## src/rtl/core/assert_macros.svh

```systemverilog
// Assertion macros shared by the filter core.
// No dependencies; each assertion is compiled out when ASSERT_OFF is defined.
`ifndef ASSERT_MACROS_SVH
`define ASSERT_MACROS_SVH

`ifndef ASSERT_OFF

// Property must hold at every clock edge outside reset.
`define ASSERT_PROP(label, clk, rst_n, prop, msg) \
    label: assert property (@(posedge clk) disable iff (!rst_n) prop) else $error(msg);

// Condition must never be seen at a clock edge outside reset.
`define ASSERT_NEVER(label, clk, rst_n, cond, msg) \
    label: assert property (@(posedge clk) disable iff (!rst_n) !(cond)) else $error(msg);

`else

`define ASSERT_PROP(label, clk, rst_n, prop, msg)
`define ASSERT_NEVER(label, clk, rst_n, cond, msg)

`endif

`endif

```

## src/rtl/core/mmas_pkg.sv

```systemverilog
// Package for the moving average scaler: sizes, register indexes and shared types.
// No dependencies.
`default_nettype none

package mmas_pkg;

    // Filter geometry
    localparam int CHANNELS    = 5;
    localparam int WINDOW      = 10;
    localparam int SAMPLE_BITS = 12;

    localparam int POS_W = $clog2(WINDOW);
    localparam int SUM_W = SAMPLE_BITS + $clog2(WINDOW);
    localparam int ROW_W = CHANNELS * SAMPLE_BITS;

    // Division by WINDOW: multiply by floor(2^DIV_SH / WINDOW), then one correction step
    localparam int DIV_SH     = SUM_W;
    localparam int DIV_RECIP  = (2 ** DIV_SH) / WINDOW;
    localparam int DIV_PROD_W = SUM_W + DIV_SH;

    // Scaling
    localparam int GAIN_W    = 24;
    localparam int GAIN_FRAC = 16;
    localparam int MUL_W     = SAMPLE_BITS + GAIN_W;
    localparam int SHR_W     = MUL_W - GAIN_FRAC;
    localparam int CUR_W     = 16;
    localparam int VOLT_W    = 17;

    localparam logic [GAIN_W-1:0] CURRENT_GAIN_RST = GAIN_W'(114810);
    localparam logic [GAIN_W-1:0] VOLTAGE_GAIN_RST = GAIN_W'(1115409);

    // Configuration register indexes
    localparam int CFG_IDX_W = 2;
    localparam logic [CFG_IDX_W-1:0] CFG_CURRENT_GAIN = CFG_IDX_W'(0);
    localparam logic [CFG_IDX_W-1:0] CFG_VOLTAGE_GAIN = CFG_IDX_W'(1);

    typedef logic [CHANNELS-1:0][SAMPLE_BITS-1:0] sample_vec_t;
    typedef logic [CHANNELS-1:0][SUM_W-1:0]       sum_vec_t;

    typedef struct packed {
        logic [GAIN_W-1:0] current;
        logic [GAIN_W-1:0] voltage;
    } gain_cfg_t;

endpackage

`default_nettype wire

```

## src/rtl/core/mmas_if.sv

```systemverilog
// Stream interfaces of the scaler: ADC scan words in, result words out.
// Depends on mmas_pkg.
`default_nettype none

interface scan_if;
    logic                               valid;
    logic                               ready;
    logic [mmas_pkg::SAMPLE_BITS-1:0]   sample_a;
    logic [mmas_pkg::SAMPLE_BITS-1:0]   sample_b;
    logic [mmas_pkg::SAMPLE_BITS-1:0]   sample_c;
    logic [mmas_pkg::SAMPLE_BITS-1:0]   sample_d;
    logic [mmas_pkg::SAMPLE_BITS-1:0]   sample_bus;

    modport source (output valid, sample_a, sample_b, sample_c, sample_d, sample_bus,
                    input ready);
    modport sink   (input valid, sample_a, sample_b, sample_c, sample_d, sample_bus,
                    output ready);
endinterface


`default_nettype wire

```

## src/rtl/core/mmas_ram.sv

```systemverilog
// Generic simple dual-port RAM: one write port, one read port with registered data.
// No dependencies.
`default_nettype none

module mmas_ram #(
    parameter int WIDTH = 8,
    parameter int DEPTH = 16
) (
    input  wire logic                       clk,
    input  wire logic                       we,
    input  wire logic [$clog2(DEPTH)-1:0]   waddr,
    input  wire logic [WIDTH-1:0]           wdata,
    input  wire logic                       re,
    input  wire logic [$clog2(DEPTH)-1:0]   raddr,
    output logic      [WIDTH-1:0]           rdata
);

    logic [WIDTH-1:0] mem [DEPTH];

    // Write port and registered read port
    always_ff @(posedge clk)
    begin
        if (we)
        begin
            mem[waddr] <= wdata;
        end
        if (re)
        begin
            rdata <= mem[raddr];
        end
    end

endmodule

`default_nettype wire

```

## src/rtl/core/mmas_window.sv

```systemverilog
// Window stage: per-channel sample window in RAM, running sums, shared window position.
// Depends on mmas_pkg, scan_if, mmas_ram and assert_macros.svh.
`default_nettype none
`include "assert_macros.svh"

module mmas_window (
    input  wire logic               clk,
    input  wire logic               rst_n,
    scan_if.sink                    scan,
    output logic                    sums_valid,
    input  wire logic               sums_ready,
    output mmas_pkg::sum_vec_t      sums
);
    import mmas_pkg::*;

    logic                   accept;
    logic                   s1_adv;
    logic                   s1_fire;
    sample_vec_t            in_samples;
    sample_vec_t            old_row;
    sum_vec_t               sum_new;
    logic                   sums_ok;

    logic [POS_W-1:0]       pos_reg,       pos_next;
    logic [WINDOW-1:0]      row_valid_reg, row_valid_next;
    logic                   s1_v_reg,      s1_v_next;
    logic [POS_W-1:0]       s1_pos_reg;
    sample_vec_t            s1_samp_reg;
    logic                   s1_old_valid_reg;
    sum_vec_t               sum_reg,       sum_next;
    logic                   out_v_reg,     out_v_next;
    sum_vec_t               out_sum_reg;

    assign in_samples[0] = scan.sample_a;
    assign in_samples[1] = scan.sample_b;
    assign in_samples[2] = scan.sample_c;
    assign in_samples[3] = scan.sample_d;
    assign in_samples[4] = scan.sample_bus;

    // Handshake: stage 1 moves when the sum register is empty or drained
    assign s1_adv     = !out_v_reg || sums_ready;
    assign s1_fire    = s1_v_reg && s1_adv;
    assign scan.ready = !s1_v_reg || s1_adv;
    assign accept     = scan.valid && scan.ready;

    // Window row per scan: read at accept, written back when the word leaves stage 1
    mmas_ram #(
        .WIDTH (ROW_W),
        .DEPTH (WINDOW)
    ) u_window_ram (
        .clk   (clk),
        .we    (s1_fire),
        .waddr (s1_pos_reg),
        .wdata (s1_samp_reg),
        .re    (accept),
        .raddr (pos_reg),
        .rdata (old_row)
    );

    // Running sum update; rows never written read as zero
    always_comb
    begin
        for (int ch = 0; ch < CHANNELS; ch++)
        begin
            sum_new[ch] = sum_reg[ch]
                        - (s1_old_valid_reg ? SUM_W'(old_row[ch]) : SUM_W'(0))
                        + SUM_W'(s1_samp_reg[ch]);
        end
    end

    // Next state of the control registers
    always_comb
    begin
        pos_next       = pos_reg;
        row_valid_next = row_valid_reg;
        sum_next       = sum_reg;
        s1_v_next      = scan.ready ? scan.valid : s1_v_reg;
        out_v_next     = s1_adv ? s1_v_reg : out_v_reg;
        if (accept)
        begin
            pos_next = (pos_reg == POS_W'(WINDOW - 1)) ? '0 : pos_reg + POS_W'(1);
        end
        if (s1_fire)
        begin
            row_valid_next[s1_pos_reg] = 1'b1;
            sum_next                   = sum_new;
        end
    end

    always_ff @(posedge clk or negedge rst_n)
    begin
        if (!rst_n)
        begin
            pos_reg       <= '0;
            row_valid_reg <= '0;
            s1_v_reg      <= 1'b0;
            sum_reg       <= '0;
            out_v_reg     <= 1'b0;
        end
        else
        begin
            pos_reg       <= pos_next;
            row_valid_reg <= row_valid_next;
            s1_v_reg      <= s1_v_next;
            sum_reg       <= sum_next;
            out_v_reg     <= out_v_next;
        end
    end

    // Payload registers
    always_ff @(posedge clk)
    begin
        if (accept)
        begin
            s1_pos_reg       <= pos_reg;
            s1_samp_reg      <= in_samples;
            s1_old_valid_reg <= row_valid_reg[pos_reg];
        end
        if (s1_fire)
        begin
            out_sum_reg <= sum_new;
        end
    end

    assign sums_valid = out_v_reg;
    assign sums       = out_sum_reg;

    // Sums can never exceed a full window of maximum samples
    always_comb
    begin
        sums_ok = 1'b1;
        for (int ch = 0; ch < CHANNELS; ch++)
        begin
            if (int'(sum_reg[ch]) > WINDOW * (2 ** SAMPLE_BITS - 1))
            begin
                sums_ok = 1'b0;
            end
        end
    end

    `ASSERT_NEVER(a_rw_same_row, clk, rst_n,
        s1_fire && accept && (s1_pos_reg == pos_reg),
        "window row read and written in the same cycle")
    `ASSERT_PROP(a_pos_range, clk, rst_n, int'(pos_reg) < WINDOW,
        "window position out of range")
    `ASSERT_PROP(a_pos_step, clk, rst_n,
        accept |=> (pos_reg == (($past(pos_reg) == POS_W'(WINDOW - 1))
                                ? POS_W'(0) : $past(pos_reg) + POS_W'(1))),
        "window position did not advance by one")
    `ASSERT_PROP(a_sums_bound, clk, rst_n, sums_ok, "running sum exceeds window capacity")

endmodule

`default_nettype wire

```

## src/flat_wrapper.sv

```systemverilog
// flat-port wrapper written by rule: the top's interface ports become plain ports
module mmas_window_flat import mmas_pkg::*;
  (clk, rst_n, sums_valid, sums_ready, sums, scan_valid, scan_sample_a, scan_sample_b, scan_sample_c, scan_sample_d, scan_sample_bus, scan_ready);
  scan_if scan_i ();
  input  wire logic clk;
  input  wire logic rst_n;
  output logic sums_valid;
  input  wire logic sums_ready;
  output mmas_pkg::sum_vec_t sums;
  input wire logic [$bits(scan_i.valid)-1:0] scan_valid;
  input wire logic [$bits(scan_i.sample_a)-1:0] scan_sample_a;
  input wire logic [$bits(scan_i.sample_b)-1:0] scan_sample_b;
  input wire logic [$bits(scan_i.sample_c)-1:0] scan_sample_c;
  input wire logic [$bits(scan_i.sample_d)-1:0] scan_sample_d;
  input wire logic [$bits(scan_i.sample_bus)-1:0] scan_sample_bus;
  output wire logic [$bits(scan_i.ready)-1:0] scan_ready;
  assign scan_i.valid = scan_valid;
  assign scan_i.sample_a = scan_sample_a;
  assign scan_i.sample_b = scan_sample_b;
  assign scan_i.sample_c = scan_sample_c;
  assign scan_i.sample_d = scan_sample_d;
  assign scan_i.sample_bus = scan_sample_bus;
  assign scan_ready = scan_i.ready;
  mmas_window u_core (.clk(clk), .rst_n(rst_n), .scan(scan_i), .sums_valid(sums_valid), .sums_ready(sums_ready), .sums(sums));
endmodule
```

## config.mk

```make
export PLATFORM = sky130hd
export DESIGN_NAME = mmas_window_flat
export DESIGN_NICKNAME = d
export VERILOG_FILES = /design/src/rtl/core/mmas_pkg.sv /design/src/rtl/core/mmas_if.sv /design/src/rtl/core/mmas_ram.sv /design/src/rtl/core/mmas_window.sv /design/src/flat_wrapper.sv
export VERILOG_INCLUDE_DIRS = /design/src /design/src/rtl/core
export SDC_FILE = /design/constraint.sdc
export NUM_CORES = 1
export LEC_CHECK = 0
export ABC_AREA = 0
export ABC_CLOCK_PERIOD_IN_PS = 9130
export BUFFER_PORTS_ARGS = -buffer_cell sky130_fd_sc_hd__buf_2
export CORE_MARGIN = 4
export CORE_UTILIZATION = 50
export DETAILED_ROUTE_END_ITERATION = 8
export GPL_ROUTABILITY_DRIVEN = 1
export PLACE_DENSITY_LB_ADDON = 0.3
export SLEW_MARGIN = 0
export SYNTH_ARGS = -nofsm -noshare
export SYNTH_HDL_FRONTEND = slang
export SYNTH_SLANG_ARGS = --single-unit
```

## constraint.sdc

```tcl
create_clock -name clk -period 9.13 [get_ports clk]
set_input_delay 0.913 -clock clk [delete_from_list [all_inputs] [get_ports clk]]
set_output_delay 0.913 -clock clk [all_outputs]
set_load 0.05 [all_outputs]
```

# Word level (Yosys, flattened, before mapping)
# Memory sizes are Yosys's and may differ from the RTL's. A register that Yosys moved wholly into a read port is not among the register bits.
# Index checks and enable logic that the tools add are counted.
# word_totals
register_bits,241
latchBits,0
ram_bits,600
romBits,0
inputBits,64
wordCells,57
mem_count,1
# mem_list
name,words,width,read_ports,rd_ports_with_merged_regs,wr,line_no,text
u_core.u_window_ram.mem,10,60,1,1,1,mmas_ram.sv:18,logic [WIDTH-1:0] mem [DEPTH];
# op_classes
n_addsub,11
multipliers,0
n_div,0
magnitude_cmp,3
n_eq_ne,1
n_shift,0
n_mux,12
n_bitwise,1
reduce_logical,7
# op_table
op,n
adder 16 x 12 -> 16 bit,5
subtractor 16 bit,5
two-way mux 12 bit,5
"less-than comparator 4 x 5 -> 1 bit, second input constant",2
bitwise OR 10 bit,1
"adder 4 x 1 -> 4 bit, second input constant",1
binary-select mux 1 bit (select 4 bit),1
demux 1 bit (select 4 bit),1
"equality test 4 bit, second input constant",1
">= comparator 4 x 1 -> 1 bit, second input constant",1
two-way mux 1 bit,4
two-way mux 4 bit,1
logical AND 1 bit,3
logical NOT 1 bit,2
logical OR 1 bit,2

# Depth between registers and ports, before layout
# depth
depth_word,5
mapped_depth,14

# Hierarchy
# Synthesis repeated with hierarchy kept, for this count alone.
# hier_totals
hier_cells,2673
area_unflattened_um2,40084.7
# modules_own_cells
module,n_inst,cells_each,area_per_inst_um2
mmas_ram,1,1293,25530.7
mmas_window,1,1380,14554.0

# Worst setup path before layout
# Ideal clock, no wire load.
# synth_path
path_kind,input port to flip-flop
start,in sums_ready
end,reg u_core.row_valid_reg[2]
t_arrival_ps,7694
slack_ps,1336
cell_stages,6
path_cell_list,nand2b_1 -> nand2_1 -> inv_2 -> nand2_1 -> nor4_1 -> or2_2
# synth_via
elab_chain_len,2
# synth_lines
item,line_no,text
from (decl),flat_wrapper.sv:8,input wire logic sums_ready;
logical OR 1 bit,mmas_window.sv:41,assign s1_adv = !out_v_reg || sums_ready;
logical AND 1 bit,mmas_window.sv:42,assign s1_fire = s1_v_reg && s1_adv;
to (signal assigned),mmas_window.sv:103,row_valid_reg <= row_valid_next;
to (decl),mmas_window.sv:25,"logic [WINDOW-1:0] row_valid_reg, row_valid_next;"
# No other way between the ends.
# A chain may end at the register's enable or synchronous reset.

# Worst setup path in the final report
# layout_path
start,reg u_core.s1_old_valid_reg
end,reg u_core.sum_reg[47] (netlist name)
# layout_via
elab_chain_len,3
# layout_lines
item,line_no,text
from (decl),mmas_window.sv:29,logic s1_old_valid_reg;
from (signal assigned),mmas_window.sv:117,s1_old_valid_reg <= row_valid_reg[pos_reg];
two-way mux 12 bit,mmas_window.sv:66,- (s1_old_valid_reg ? SUM_W'(old_row[ch]) : SUM_W'(0))
subtractor 16 bit,mmas_window.sv:66,
adder 16 x 12 -> 16 bit,mmas_window.sv:67,+ SUM_W'(s1_samp_reg[ch]);
to (signal assigned),mmas_window.sv:105,sum_reg <= sum_next;
to (decl),mmas_window.sv:30,"sum_vec_t sum_reg, sum_next;"
# No other way between the ends.

==> impl_metrics.toml <==
[synth]
sequential_to_total_area_share_from_yosys_stat_pct = 68.9
synth_largest_area_cell = "edfxtp_1"
yosys-top-cells-area = "edfxtp_1, mux4_2, dfrtp_1, fa_1, inv_1"
yosysUniqueCellTypes = 70
async_flop_share_pct = 10.7
area_of_the_mapped_netlist_um2 = 38600
ys_top_cells_by_count = "edfxtp_1, inv_1, mux4_2"
postSynthNetCount = 2596
synth.avg_cell_area_um2 = 16.1
synthDominantCellAreaShare_pct = 62.6
number_of_register_bits_inferred_by_synthesis = 901
yosysMostFrequentCell = "edfxtp_1"
synth_cells = 2392
ys_dominant_reg_cell = "edfxtp_1"
synth_edf_count = 805
yosysWarningCount = 0

[floorplanning]
die_area_um2 = 81700
chipHeight_um = 286
std_cell_rows = 101
num_io_pins = 146
die_w_um = 286
floorplan.initialDensity_pct = 50.7
fp.coreArea_um2 = 76200

[clock_tree]
cts-htree-levels = 3
cts_hold_buf = 0
clk_latency_ps = 660
clockBufferDepth = 3
cts_tree = "built"
tritoncts.num_buffers = 92
clk_transition_reported_paths_ps = 60
cts.repair.resized = 0
clock-sinks = 901
cts.repair_timing.setup_buffer_count = 0
clockRootBuffer = "clkbuf_16"

[placed_design]
place.port_buffers = 145
finalWeightedCongestion = 0.842
placed_cells = 3509
place_hpwl_mm = 47.2
placedInstanceArea_um2 = 40600

[timing]
finalWorstPathRequiredPeriod_ps = 4330
fmaxAchievable_mhz = 231
maxSlewViolCount = 0
finalCritPeriodShare_pct = 47.4
setup-tns-final_ps = 0
rsz0062_at_grt = "false"
timing_worst_slew_pin_value_ps = 1130
timing.slew.headroom_pct = 24.7
timing.clock.skew_ps = 38.1
timing.final.hold_violations = 0
report.final.setup_viol = 0

[worst_setup_path]
critPathMaxFanout = 36
startpoint_type = "flip-flop"
worstSetupEndpointType = "flip-flop"
wp_data_arrival_ps = 4890
crit_type = "reg -> reg"
rr_worst_depth = 12
crit_required_ps = 9690

[power_and_ir_drop]
worst_ir_drop_on_vdd_mv = 0.190
ratio_of_total_power_to_cell_area_nw_per_um2 = 398
static-leakage-power_uw = 0.0161

[routing]
route.detailed.wl_per_inst_um = 21.8
route.detailed.vias_per_inst = 5.56
dr.first_iter.drc_count = 1663
first_pass_iters = 5
vias = 20500
route.detailed.drc = 0
antenna_left = 0
totalWireLength_mm = 80.1

[global_route]
first_global_vias = 21400
grt_first_pass_wirelength_mm = 124
globalRouteOverflowTotal = 0
grt_start_max_net_pins = 83
antenna_violations_before_repair = 0
grt_usage_pct = 19.7

[outcome]
result_of_the_run = "finished, final reports clean"

[cells_and_area]
area_growth_pct = 13.1
insertedDiodeCount = 0
final-instance-count-excl-fill = 3679
fin_nets = 2777
layout.filler_cells = 5816
post-route-cell-area_um2 = 43700
largest_register_ffs = 600
fraction_of_layout_cells_with_a_size_suffix_above_1_pct = 19.0

[min_path]
min_delay_worst_type = "in -> async"

[run]
max_capacitance_violation_count = 0
## cells in the final DEF, fill, tap and decap left out, types with 69 or more instances in the layout
cell,instances
edfxtp_1,805
inv_1,276
buf_2,144
mux4_2,122
a21oi_1,108
clkbuf_16,92
dfrtp_1,92
nand2_1,82
ha_1,80
o21ai_0,71
a211oi_1,69
nor2b_1,69
## final timing paths
path / from / endpoint / slack [ps]
setup / recovery: u_core.s1_old_valid_reg / u_core.sum_reg[47] / 4800
hold / removal: rst_n / u_core.sum_reg[11] / 310
setup reg to reg: u_core.s1_old_valid_reg / u_core.sum_reg[47] / 4800
hold reg to reg: u_core.row_valid_reg[0] / u_core.row_valid_reg[0] / 470
max in group asynchronous: rst_n / u_core.pos_reg[0] / 7430
min in group clk: scan_sample_bus[3] / u_core.s1_samp_reg[51] / 430
## layer usage
layer  part of all wire, %  GRT usage (%)  vias to the layer above
li1                      -              -                     9261
met1                    42           26.9                    10500
met2                    50           33.1                      625
met3                   6.1           3.50                      115
met4                   2.0           5.60                        0
met5                     0              0                        -
## logic make-up after synthesis
group	synth area share, %
flip-flops	68.9
buffers and inverters	3.63
XOR/XNOR	1.63
AO/OA/AOI/OAI	5.96
adder cells (fa/ha/maj)	5.71
multiplexers	9.48
AND/OR/NAND/NOR	4.74
## per-stage QoR
stage | hold slack, ps | power, uW | setup slack (ps) | utilization, %
after detailed placement | 455 | 13700 | 4550 | 53.3
final | 311 | 17400 | 4800 | 57.3
after global placement | 445 | 13500 | 4630 | 53.3
after floorplan | 423 | 11900 | 1340 | -
after global routing | 351 | 18500 | 4290 | 57.3
after CTS | 327 | 17500 | 4770 | 57.3
## layout make-up
class,count,area (um2),share of cell area (%)
clock buffers,110,2400,5.50
clock inverters,60,669,1.53
inverters,277,1050,2.40
multi-input cells,1126,10700,24.5
flip-flops and latches,901,26600,60.9
well taps,1030,1290,2.95
repair buffers,175,966,2.21
## where the power goes
| part | leakage, uW | switching, uW | internal [uW] |
|---|---|---|---|
| Sequential | 0.00851 | 503 | 5570 |
| Clock | 0.00148 | 1580 | 2180 |
| Combinational | 0.00609 | 4490 | 3050 |
| Total | 0.0161 | 6580 | 10800 |
## worst max-delay path: stages (launching register included)
cell and delay, ps:
edfxtp_1 1000, buf_4 520, and2_1 210, fa_1 440, inv_1 80, ha_1 240
a211oi_1 310, o21ai_0 180, a31oi_1 320, o21ai_2 140, o31ai_1 430, o21ai_0 160
a22oi_1 200
No activity file was read; power rests on OpenSTA's default activity.
