<file path="config.mk">
export PLATFORM = sky130hd
export DESIGN_NAME = mmas_scale_flat
export DESIGN_NICKNAME = d
export VERILOG_FILES = /design/src/rtl/core/assert_macros.svh /design/src/rtl/core/mmas_pkg.sv /design/src/rtl/core/mmas_if.sv /design/src/rtl/core/mmas_scale.sv /design/src/flat_wrapper.sv
export SDC_FILE = /design/constraint.sdc
export NUM_CORES = 2
export LEC_CHECK = 0
export BUFFER_PORTS_ARGS = -buffer_cell sky130_fd_sc_hd__buf_2
export CAP_MARGIN = 20
export CORE_MARGIN = 3
export CORE_UTILIZATION = 55
export CTS_BUF_LIST = sky130_fd_sc_hd__clkbuf_2 sky130_fd_sc_hd__clkbuf_4 sky130_fd_sc_hd__clkbuf_8
export DETAILED_ROUTE_END_ITERATION = 10
export MAX_ROUTING_LAYER = met4
export PLACE_DENSITY = 0.69
export SETUP_SLACK_MARGIN = 0.4
export SLEW_MARGIN = 20
export SYNTH_ARGS = -nofsm -noshare
export SYNTH_HDL_FRONTEND = slang
export SYNTH_SLANG_ARGS = --single-unit
</file>
<file path="constraint.sdc">
create_clock -name clk -period 17.78 [get_ports clk]
set_input_delay 1.778 -clock clk [delete_from_list [all_inputs] [get_ports clk]]
set_output_delay 1.778 -clock clk [all_outputs]
set_load 0.005 [all_outputs]
</file>
<file path="src/rtl/core/assert_macros.svh">
// Assertion macros shared by the filter core.
// No dependencies; each assertion is compiled out when ASSERT_OFF is defined.
`ifndef ASSERT_MACROS_SVH
`define ASSERT_MACROS_SVH

`ifndef ASSERT_OFF

// Property must hold at every clock edge outside reset.
`define ASSERT_PROP(label, clk, rst_n, prop, msg) \
    label: assert property (@(posedge clk) disable iff (!rst_n) prop) else $error(msg);

// Condition must never be seen at a clock edge outside reset.
`define ASSERT_NEVER(label, clk, rst_n, cond, msg) \
    label: assert property (@(posedge clk) disable iff (!rst_n) !(cond)) else $error(msg);

`else

`define ASSERT_PROP(label, clk, rst_n, prop, msg)
`define ASSERT_NEVER(label, clk, rst_n, cond, msg)

`endif

`endif

</file>
<file path="src/rtl/core/mmas_pkg.sv">
// Package for the moving average scaler: sizes, register indexes and shared types.
// No dependencies.
`default_nettype none

package mmas_pkg;

    // Filter geometry
    localparam int CHANNELS    = 5;
    localparam int WINDOW      = 10;
    localparam int SAMPLE_BITS = 12;

    localparam int POS_W = $clog2(WINDOW);
    localparam int SUM_W = SAMPLE_BITS + $clog2(WINDOW);
    localparam int ROW_W = CHANNELS * SAMPLE_BITS;

    // Division by WINDOW: multiply by floor(2^DIV_SH / WINDOW), then one correction step
    localparam int DIV_SH     = SUM_W;
    localparam int DIV_RECIP  = (2 ** DIV_SH) / WINDOW;
    localparam int DIV_PROD_W = SUM_W + DIV_SH;

    // Scaling
    localparam int GAIN_W    = 24;
    localparam int GAIN_FRAC = 16;
    localparam int MUL_W     = SAMPLE_BITS + GAIN_W;
    localparam int SHR_W     = MUL_W - GAIN_FRAC;
    localparam int CUR_W     = 16;
    localparam int VOLT_W    = 17;

    localparam logic [GAIN_W-1:0] CURRENT_GAIN_RST = GAIN_W'(114810);
    localparam logic [GAIN_W-1:0] VOLTAGE_GAIN_RST = GAIN_W'(1115409);

    // Configuration register indexes
    localparam int CFG_IDX_W = 2;
    localparam logic [CFG_IDX_W-1:0] CFG_CURRENT_GAIN = CFG_IDX_W'(0);
    localparam logic [CFG_IDX_W-1:0] CFG_VOLTAGE_GAIN = CFG_IDX_W'(1);

    typedef logic [CHANNELS-1:0][SAMPLE_BITS-1:0] sample_vec_t;
    typedef logic [CHANNELS-1:0][SUM_W-1:0]       sum_vec_t;

    typedef struct packed {
        logic [GAIN_W-1:0] current;
        logic [GAIN_W-1:0] voltage;
    } gain_cfg_t;

endpackage

`default_nettype wire

</file>
<file path="src/rtl/core/mmas_if.sv">
// Stream interfaces of the scaler: ADC scan words in, result words out.
// Depends on mmas_pkg.
`default_nettype none


interface result_if;
    logic                               valid;
    logic                               ready;
    logic [mmas_pkg::SAMPLE_BITS-1:0]   average_a;
    logic [mmas_pkg::SAMPLE_BITS-1:0]   average_b;
    logic [mmas_pkg::SAMPLE_BITS-1:0]   average_c;
    logic [mmas_pkg::SAMPLE_BITS-1:0]   average_d;
    logic [mmas_pkg::SAMPLE_BITS-1:0]   average_bus;
    logic [mmas_pkg::CUR_W-1:0]         current_a_ma;
    logic [mmas_pkg::CUR_W-1:0]         current_b_ma;
    logic [mmas_pkg::CUR_W-1:0]         current_c_ma;
    logic [mmas_pkg::CUR_W-1:0]         current_d_ma;
    logic [mmas_pkg::VOLT_W-1:0]        bus_voltage_mv;

    modport source (output valid, average_a, average_b, average_c, average_d, average_bus,
                    current_a_ma, current_b_ma, current_c_ma, current_d_ma,
                    bus_voltage_mv, input ready);
    modport sink   (input valid, average_a, average_b, average_c, average_d, average_bus,
                    current_a_ma, current_b_ma, current_c_ma, current_d_ma,
                    bus_voltage_mv, output ready);
endinterface

`default_nettype wire

</file>
<file path="src/rtl/core/mmas_scale.sv">
// Scale pipeline: window average by reciprocal multiply, then Q16 gain and saturation.
// Depends on mmas_pkg and result_if.
`default_nettype none

module mmas_scale (
    input  wire logic                   clk,
    input  wire logic                   rst_n,
    input  wire logic                   sums_valid,
    output logic                        sums_ready,
    input  wire mmas_pkg::sum_vec_t     sums,
    input  wire mmas_pkg::gain_cfg_t    gains,
    result_if.source                    result
);
    import mmas_pkg::*;

    typedef logic [CHANNELS-1:0][DIV_PROD_W-1:0] div_vec_t;
    typedef logic [CHANNELS-1:0][MUL_W-1:0]      mul_vec_t;
    typedef logic [CHANNELS-1:0][VOLT_W-1:0]     eng_vec_t;

    logic           en_div, en_avg, en_mul, en_out;
    div_vec_t       div_prod;
    sample_vec_t    avg_calc;
    mul_vec_t       mul_prod;
    eng_vec_t       eng_calc;

    logic           v_div_reg, v_div_next;
    logic           v_avg_reg, v_avg_next;
    logic           v_mul_reg, v_mul_next;
    logic           v_out_reg, v_out_next;
    div_vec_t       div_prod_reg;
    sum_vec_t       div_sum_reg;
    sample_vec_t    avg_reg;
    mul_vec_t       mul_prod_reg;
    sample_vec_t    mul_avg_reg;
    sample_vec_t    out_avg_reg;
    eng_vec_t       out_eng_reg;

    // Stage enables: a stage loads when empty or when the next one moves
    assign en_out     = !v_out_reg || result.ready;
    assign en_mul     = !v_mul_reg || en_out;
    assign en_avg     = !v_avg_reg || en_mul;
    assign en_div     = !v_div_reg || en_avg;
    assign sums_ready = en_div;

    always_comb
    begin
        v_div_next = en_div ? sums_valid : v_div_reg;
        v_avg_next = en_avg ? v_div_reg  : v_avg_reg;
        v_mul_next = en_mul ? v_avg_reg  : v_mul_reg;
        v_out_next = en_out ? v_mul_reg  : v_out_reg;
    end

    always_ff @(posedge clk or negedge rst_n)
    begin
        if (!rst_n)
        begin
            v_div_reg <= 1'b0;
            v_avg_reg <= 1'b0;
            v_mul_reg <= 1'b0;
            v_out_reg <= 1'b0;
        end
        else
        begin
            v_div_reg <= v_div_next;
            v_avg_reg <= v_avg_next;
            v_mul_reg <= v_mul_next;
            v_out_reg <= v_out_next;
        end
    end

    // Stage 1: sum times reciprocal of the window size
    always_comb
    begin
        for (int ch = 0; ch < CHANNELS; ch++)
        begin
            div_prod[ch] = DIV_PROD_W'(sums[ch]) * DIV_PROD_W'(DIV_RECIP);
        end
    end

    // Stage 2: quotient estimate is low by at most one; fix with one compare
    always_comb
    begin
        logic [SUM_W-1:0] q_est;
        logic [SUM_W-1:0] rem;
        logic [SUM_W-1:0] q_fix;
        for (int ch = 0; ch < CHANNELS; ch++)
        begin
            q_est        = div_prod_reg[ch][DIV_PROD_W-1 -: SUM_W];
            rem          = div_sum_reg[ch] - SUM_W'(q_est * SUM_W'(WINDOW));
            q_fix        = q_est + SUM_W'(rem >= SUM_W'(WINDOW));
            avg_calc[ch] = q_fix[SAMPLE_BITS-1:0];
        end
    end

    // Stage 3: average times gain; the last channel is the bus voltage
    always_comb
    begin
        for (int ch = 0; ch < CHANNELS; ch++)
        begin
            mul_prod[ch] = MUL_W'(avg_reg[ch])
                         * MUL_W'((ch == CHANNELS - 1) ? gains.voltage : gains.current);
        end
    end

    // Stage 4: drop the Q16 fraction and saturate to the field width
    always_comb
    begin
        logic [SHR_W-1:0] shr;
        for (int ch = 0; ch < CHANNELS; ch++)
        begin
            shr = mul_prod_reg[ch][MUL_W-1:GAIN_FRAC];
            if (ch == CHANNELS - 1)
            begin
                eng_calc[ch] = (shr > SHR_W'({VOLT_W{1'b1}})) ? {VOLT_W{1'b1}}
                                                             : VOLT_W'(shr);
            end
            else
            begin
                eng_calc[ch] = (shr > SHR_W'({CUR_W{1'b1}})) ? VOLT_W'({CUR_W{1'b1}})
                                                            : VOLT_W'(shr);
            end
        end
    end

    // Payload registers
    always_ff @(posedge clk)
    begin
        if (en_div)
        begin
            div_prod_reg <= div_prod;
            div_sum_reg  <= sums;
        end
        if (en_avg)
        begin
            avg_reg <= avg_calc;
        end
        if (en_mul)
        begin
            mul_prod_reg <= mul_prod;
            mul_avg_reg  <= avg_reg;
        end
        if (en_out)
        begin
            out_avg_reg <= mul_avg_reg;
            out_eng_reg <= eng_calc;
        end
    end

    assign result.valid          = v_out_reg;
    assign result.average_a      = out_avg_reg[0];
    assign result.average_b      = out_avg_reg[1];
    assign result.average_c      = out_avg_reg[2];
    assign result.average_d      = out_avg_reg[3];
    assign result.average_bus    = out_avg_reg[4];
    assign result.current_a_ma   = out_eng_reg[0][CUR_W-1:0];
    assign result.current_b_ma   = out_eng_reg[1][CUR_W-1:0];
    assign result.current_c_ma   = out_eng_reg[2][CUR_W-1:0];
    assign result.current_d_ma   = out_eng_reg[3][CUR_W-1:0];
    assign result.bus_voltage_mv = out_eng_reg[4];

endmodule

`default_nettype wire

</file>
<file path="src/flat_wrapper.sv">
// flat-port wrapper written by rule: the top's interface ports become plain ports
module mmas_scale_flat import mmas_pkg::*;
  (clk, rst_n, sums_valid, sums_ready, sums, gains, result_valid, result_average_a, result_average_b, result_average_c, result_average_d, result_average_bus, result_current_a_ma, result_current_b_ma, result_current_c_ma, result_current_d_ma, result_bus_voltage_mv, result_ready);
  result_if result_i ();
  input  wire logic clk;
  input  wire logic rst_n;
  input  wire logic sums_valid;
  output logic sums_ready;
  input  wire mmas_pkg::sum_vec_t sums;
  input  wire mmas_pkg::gain_cfg_t gains;
  output wire logic [$bits(result_i.valid)-1:0] result_valid;
  output wire logic [$bits(result_i.average_a)-1:0] result_average_a;
  output wire logic [$bits(result_i.average_b)-1:0] result_average_b;
  output wire logic [$bits(result_i.average_c)-1:0] result_average_c;
  output wire logic [$bits(result_i.average_d)-1:0] result_average_d;
  output wire logic [$bits(result_i.average_bus)-1:0] result_average_bus;
  output wire logic [$bits(result_i.current_a_ma)-1:0] result_current_a_ma;
  output wire logic [$bits(result_i.current_b_ma)-1:0] result_current_b_ma;
  output wire logic [$bits(result_i.current_c_ma)-1:0] result_current_c_ma;
  output wire logic [$bits(result_i.current_d_ma)-1:0] result_current_d_ma;
  output wire logic [$bits(result_i.bus_voltage_mv)-1:0] result_bus_voltage_mv;
  input wire logic [$bits(result_i.ready)-1:0] result_ready;
  assign result_valid = result_i.valid;
  assign result_average_a = result_i.average_a;
  assign result_average_b = result_i.average_b;
  assign result_average_c = result_i.average_c;
  assign result_average_d = result_i.average_d;
  assign result_average_bus = result_i.average_bus;
  assign result_current_a_ma = result_i.current_a_ma;
  assign result_current_b_ma = result_i.current_b_ma;
  assign result_current_c_ma = result_i.current_c_ma;
  assign result_current_d_ma = result_i.current_d_ma;
  assign result_bus_voltage_mv = result_i.bus_voltage_mv;
  assign result_i.ready = result_ready;
  mmas_scale u_core (.clk(clk), .rst_n(rst_n), .sums_valid(sums_valid), .sums_ready(sums_ready), .sums(sums), .gains(gains), .result(result_i));
endmodule
</file>
; ---- Word level (Yosys, flattened, before mapping)
; Cells that the tools add are included.
[classes]
mul = 15
add_sub_neg = 10
n_reduce_logical = 8
magnitude_cmp = 10
[ops]
columns = cell, count
row1 = 12-bit by 24-bit multiplier with 36-bit output, 5
row2 = "16-bit by 13-bit multiplier with 29-bit output, second input constant", 5
row3 = "16-bit by 4-bit greater-or-equal comparator with 1-bit output, second input constant", 5
row4 = "20-bit by 16-bit > comparator with 1-bit output, second input constant", 4
row5 = 16-bit subtractor, 5
row6 = "13-bit by 3-bit multiplier with 15-bit output, second input constant", 5
row7 = 12-bit by 1-bit adder with 12-bit output, 5
row8 = "20-bit by 17-bit > comparator with 1-bit output, second input constant", 1
row9 = 1-bit zero test, 4
row10 = 1-bit logical OR, 4
[word_totals]
register_bits = 670
inputBits = 132

; ---- Longest topological paths before layout
[depth]
word_depth = 5
depth_mapped = 27

; ---- Worst setup path before layout
; OpenSTA, ideal clock, no wires.
[synth_path]
path_type = input to register
start = in result_ready
end = reg u_core.div_prod_reg[112] (netlist bit) (enable)
arrival_ps = 5899
slack_ps = 10031
required_ps = 15930
path_stages = 2
path_cell_list = nor2b_1 > nand4_1
[synth_via]
elab_chain_len = 4
[synth_rtl]
columns = item, line_no
row1 = "start, declared", flat_wrapper.sv:22  ; input wire logic [$bits(result_i.ready)-1:0] result_ready;
row2 = 1-bit logical OR, mmas_scale.sv:39  ; assign en_out = !v_out_reg || result.ready;
row3 = 1-bit logical OR, mmas_scale.sv:40  ; assign en_mul = !v_mul_reg || en_out;
row4 = 1-bit logical OR, mmas_scale.sv:41  ; assign en_avg = !v_avg_reg || en_mul;
row5 = 1-bit logical OR, mmas_scale.sv:42  ; assign en_div = !v_div_reg || en_avg;
row6 = net sums_ready, flat_wrapper.sv:8  ; output logic sums_ready;
row7 = "end signal, assigned", mmas_scale.sv:130  ; div_prod_reg <= div_prod;
row8 = "end, declared", mmas_scale.sv:30  ; div_vec_t div_prod_reg;
; The timed path passes the listed nets, and every way through them passes these cells.
; A chain may end at the register's enable or synchronous reset.

==> run_results.csv <==
group,metric,value,unit
placement,hpwl,139700,um
clock_tree,cts.clk_slew.worst_paths,0.06,ns
synth,synth_edf_count,501,
grt,globalRoute.totalOverflow,0,
final_layout,drive_gt1_share,6.560,%
grt,antenna_found_initial,10,
grt,grt_start_max_net_pins,142,
sta,fmax,0.1339,GHz
clock_tree,cts_resized,0,
clock_tree,hold_buffers,0,
grt,grt_pass1_wl,302300,um
sta,worst_clock_skew,0.06507,ns
floorplan,core-area,142600,sq um
sta,finalSetupTns,0,ns
worst_setup_path,slowest_delay,0.74,ns
worst_setup_path,critPathKind,"primary input to flop",
final_layout,layout_commonest_cell,"inv_1",
final_layout,area_growth,6.579,%
routing,vias,53650,
placement,port_buffers,274,
sta,maxSlewHeadroom,21.85,%
routing,vias_per_cell,5.387,
final_layout,final_nets,10562,
floorplan,rows,138,
synth,synthCells,7827,
clock_tree,cts.htree.levels,3,
sta,layout_min_cycle_time,7.467,ns
routing,drt_pass1_iterations,5,
hold_path,hp-class,"flop to flop",
final_layout,largest_reg_flops,100,
routing,drt_iter0_markers,2939,
clock_tree,clockBufferDepth,3,
final_layout,final_cell_mix,"1,678 x inv_1, 1,390 x fa_1, 1,092 x nand2_1",
synth,avgSynthCellArea,10.16,sq um
synth,synth_nets,10395,
synth,netlist.area_leader.share,34.98,%
floorplan,start_util,55.78,%
worst_setup_path,arrival,7.99,ns
placement,gp_congestion,0.9008,
routing,detail-route-antenna-nets,0,
final_layout,nFillCells,12109,
synth,ys_seq_area_share,19.04,%
outcome,status,"complete, no violations",
sta,rsz0062_at_grt,"false",
synth,yosysUniqueCellTypes,73,
hold_path,min_to,"u_core.result.average_a[4]",
worst_setup_path,crit_required,18.31,ns
worst_setup_path,crit_path_end_kind,"flop",
synth,syn_area,79550,sq um
synth,synth-main-ff-cell,"edfxtp_1",
sta,drv_slew,0,
floorplan,die-area,149200,sq um
clock_tree,cts_setup_buffers,0,
grt,first_global_vias,58508,
worst_setup_path,timing.rr.start,"u_core.avg_reg[54]",
sta,tightestPinTransition,1.172,ns
floorplan,die_h,386.3,um
synth,ys_top_cells_by_area,"fa_1 35%, edfxtp_1 19%, ha_1 16%",
worst_setup_path,startpoint_type,"primary input",
run,max-cap-violations,0,
floorplan,die_w,386.3,um
worst_setup_path,critPathSlowestCell,"buf_2",
clock_tree,cts.sinks,505,
synth,synth_top_cell_by_area,"fa_1",
synth,async_reset_ff_share,0.7921,%
sta,hold_viol_final,0,
hold_path,hold_depth,0,
grt,grtUsageTotal,26.19,%
sta,finalSetupViolCount,0,
clock_tree,cts_root_buffer,"clkbuf_8",
hold_path,worstHoldStart,"u_core.mul_avg_reg[4]",
worst_setup_path,cp.buffers_inverters,3,
worst_setup_path,reg2regPathDepth,19,
worst_setup_path,reg2reg_to,"u_core.mul_prod_reg[179]",
clock_tree,cts_tree,"done",
worst_setup_path,cpLargestDelayFamily,"adder cells",
clock_tree,numCtsBuffers,89,
routing,wl,181500,um
worst_setup_path,rrSetupSlack,10.48,ns
worst_setup_path,cp_max_fo,48,
synth,ys_ff_latch,505,
synth,ys_warn_count,0,
worst_setup_path,cpMostUsedCell,"fa_1",
final_layout,fin_util,59.45,%
worst_setup_path,worstPathCellList,"buf_2 -> and2_1 -> fa_1 -> fa_1 -> fa_1 -> fa_1 -> inv_1 -> fa_1 -> inv_1 -> ha_1 -> o21a_1 -> o21ai_0 -> o31ai_1 -> o21ai_0 -> nand2_1 -> a41oi_1 -> a311oi_1 -> o21a_1 -> o21ai_0 -> nand2b_1 -> xnor2_1",
routing,post_drt_wl_per_cell,18.23,um
routing,route.detailed.drc,0,
clock_tree,clk_latency,0.78,ns
sta,fin_crit_sh,42.00,%
floorplan,ios,275,
==> routing by layer <==
| layer | up-vias | global-route usage (%) | wire length (um) | share of wire (%) |
|---|---|---|---|---|
| met5 | - | - | 0 | 0 |
| met4 | 0 | 6.845 | 4402 | 2.4 |
| met3 | 280 | 4.042 | 12090 | 6.7 |
| met2 | 1533 | 42.40 | 86630 | 48 |
| met1 | 27226 | 34.72 | 78420 | 43 |
| li1 | 24611 | - | - | - |
==> synthesized netlist by cell type, types with 7 or more instances <==
| library cell | count |
|---|---|
| o21a_1 | 44 |
| mux2i_1 | 7 |
| inv_1 | 1679 |
| and2_1 | 445 |
| a21oi_1 | 180 |
| a211oi_1 | 16 |
| o31ai_1 | 7 |
| nand3_1 | 51 |
| or3_1 | 12 |
| nand2_1 | 1093 |
| nand4_1 | 29 |
| nand2b_1 | 117 |
| nor2b_1 | 41 |
| a31oi_1 | 13 |
| nor4_1 | 16 |
| o22ai_1 | 7 |
| xnor2_1 | 192 |
| fa_1 | 1390 |
| a31o_2 | 10 |
| xor2_1 | 108 |
| o21ai_0 | 91 |
| and4_1 | 12 |
| clkbuf_1 | 269 |
| nor2_1 | 143 |
| a21o_1 | 97 |
| edfxtp_1 | 501 |
| nor3_1 | 38 |
| o211ai_1 | 7 |
| ha_1 | 1046 |
| and3_1 | 34 |
| o21bai_1 | 35 |
==> how the worst max path moves through the flow <==
stage / from / end / slack, ns / depth (start not counted)
after global routing: gains[27] / u_core.mul_prod_reg[137] / 10.02 / 21
after CTS: gains[7] / u_core.mul_prod_reg[179] / 10.43 / 22
after detailed placement: gains[30] / u_core.mul_prod_reg[102] / 9.53 / 23
final: gains[27] / u_core.mul_prod_reg[143] / 10.31 / 21
after floorplan: result_ready / u_core.div_prod_reg[112] / 10.03 / 2
after global placement: gains[27] / u_core.mul_prod_reg[102] / 9.61 / 21
==> final cells by class <==
class                           instances  area [sq um]  area share, %
Sequential cell                       505         15140          17.86
Timing Repair Buffer                  346          1924          2.270
Clock buffer                          110          1395          1.645
Tap cell                             1890          2365          2.789
Clock inverter                         51         489.2         0.5770
Multi-Input combinational cell       5373         57150          67.40
Antenna cell                            5         12.51        0.01476
Inverter                             1679          6307          7.439
==> logic make-up (layout without fill, tap and decap cells) <==
| family | count (synthesis) | after routing | synth area share, % |
|---|---|---|---|
| adder cells (fa/ha/maj) | 2436 | 2436 | 51.43 |
| other | 0 | 5 | 0 |
| AND/OR/NAND/NOR | 2057 | 2057 | 12.24 |
| XOR/XNOR | 300 | 300 | 3.303 |
| AO/OA/AOI/OAI | 573 | 573 | 4.704 |
| multiplexers | 7 | 7 | 0.08808 |
| flip-flops | 505 | 505 | 19.04 |
| buffers and inverters | 1949 | 2186 | 9.196 |
==> per-stage QoR <==
stage	hold slack, ns	setup WS [ns]	instances	area [sq um]
final	0.3880	10.31	9959	84790
after global routing	0.3838	10.02	9959	84790
after CTS	0.3746	10.43	9954	84770
after detailed placement	0.4045	9.533	9793	82880
after global placement	0.4004	9.606	9793	82880
after floorplan	0.4003	10.03	7827	79550
Power is left out: the tool's default activity adds up to more than one toggle a clock period on the data nets, which glitch-free logic cannot reach.
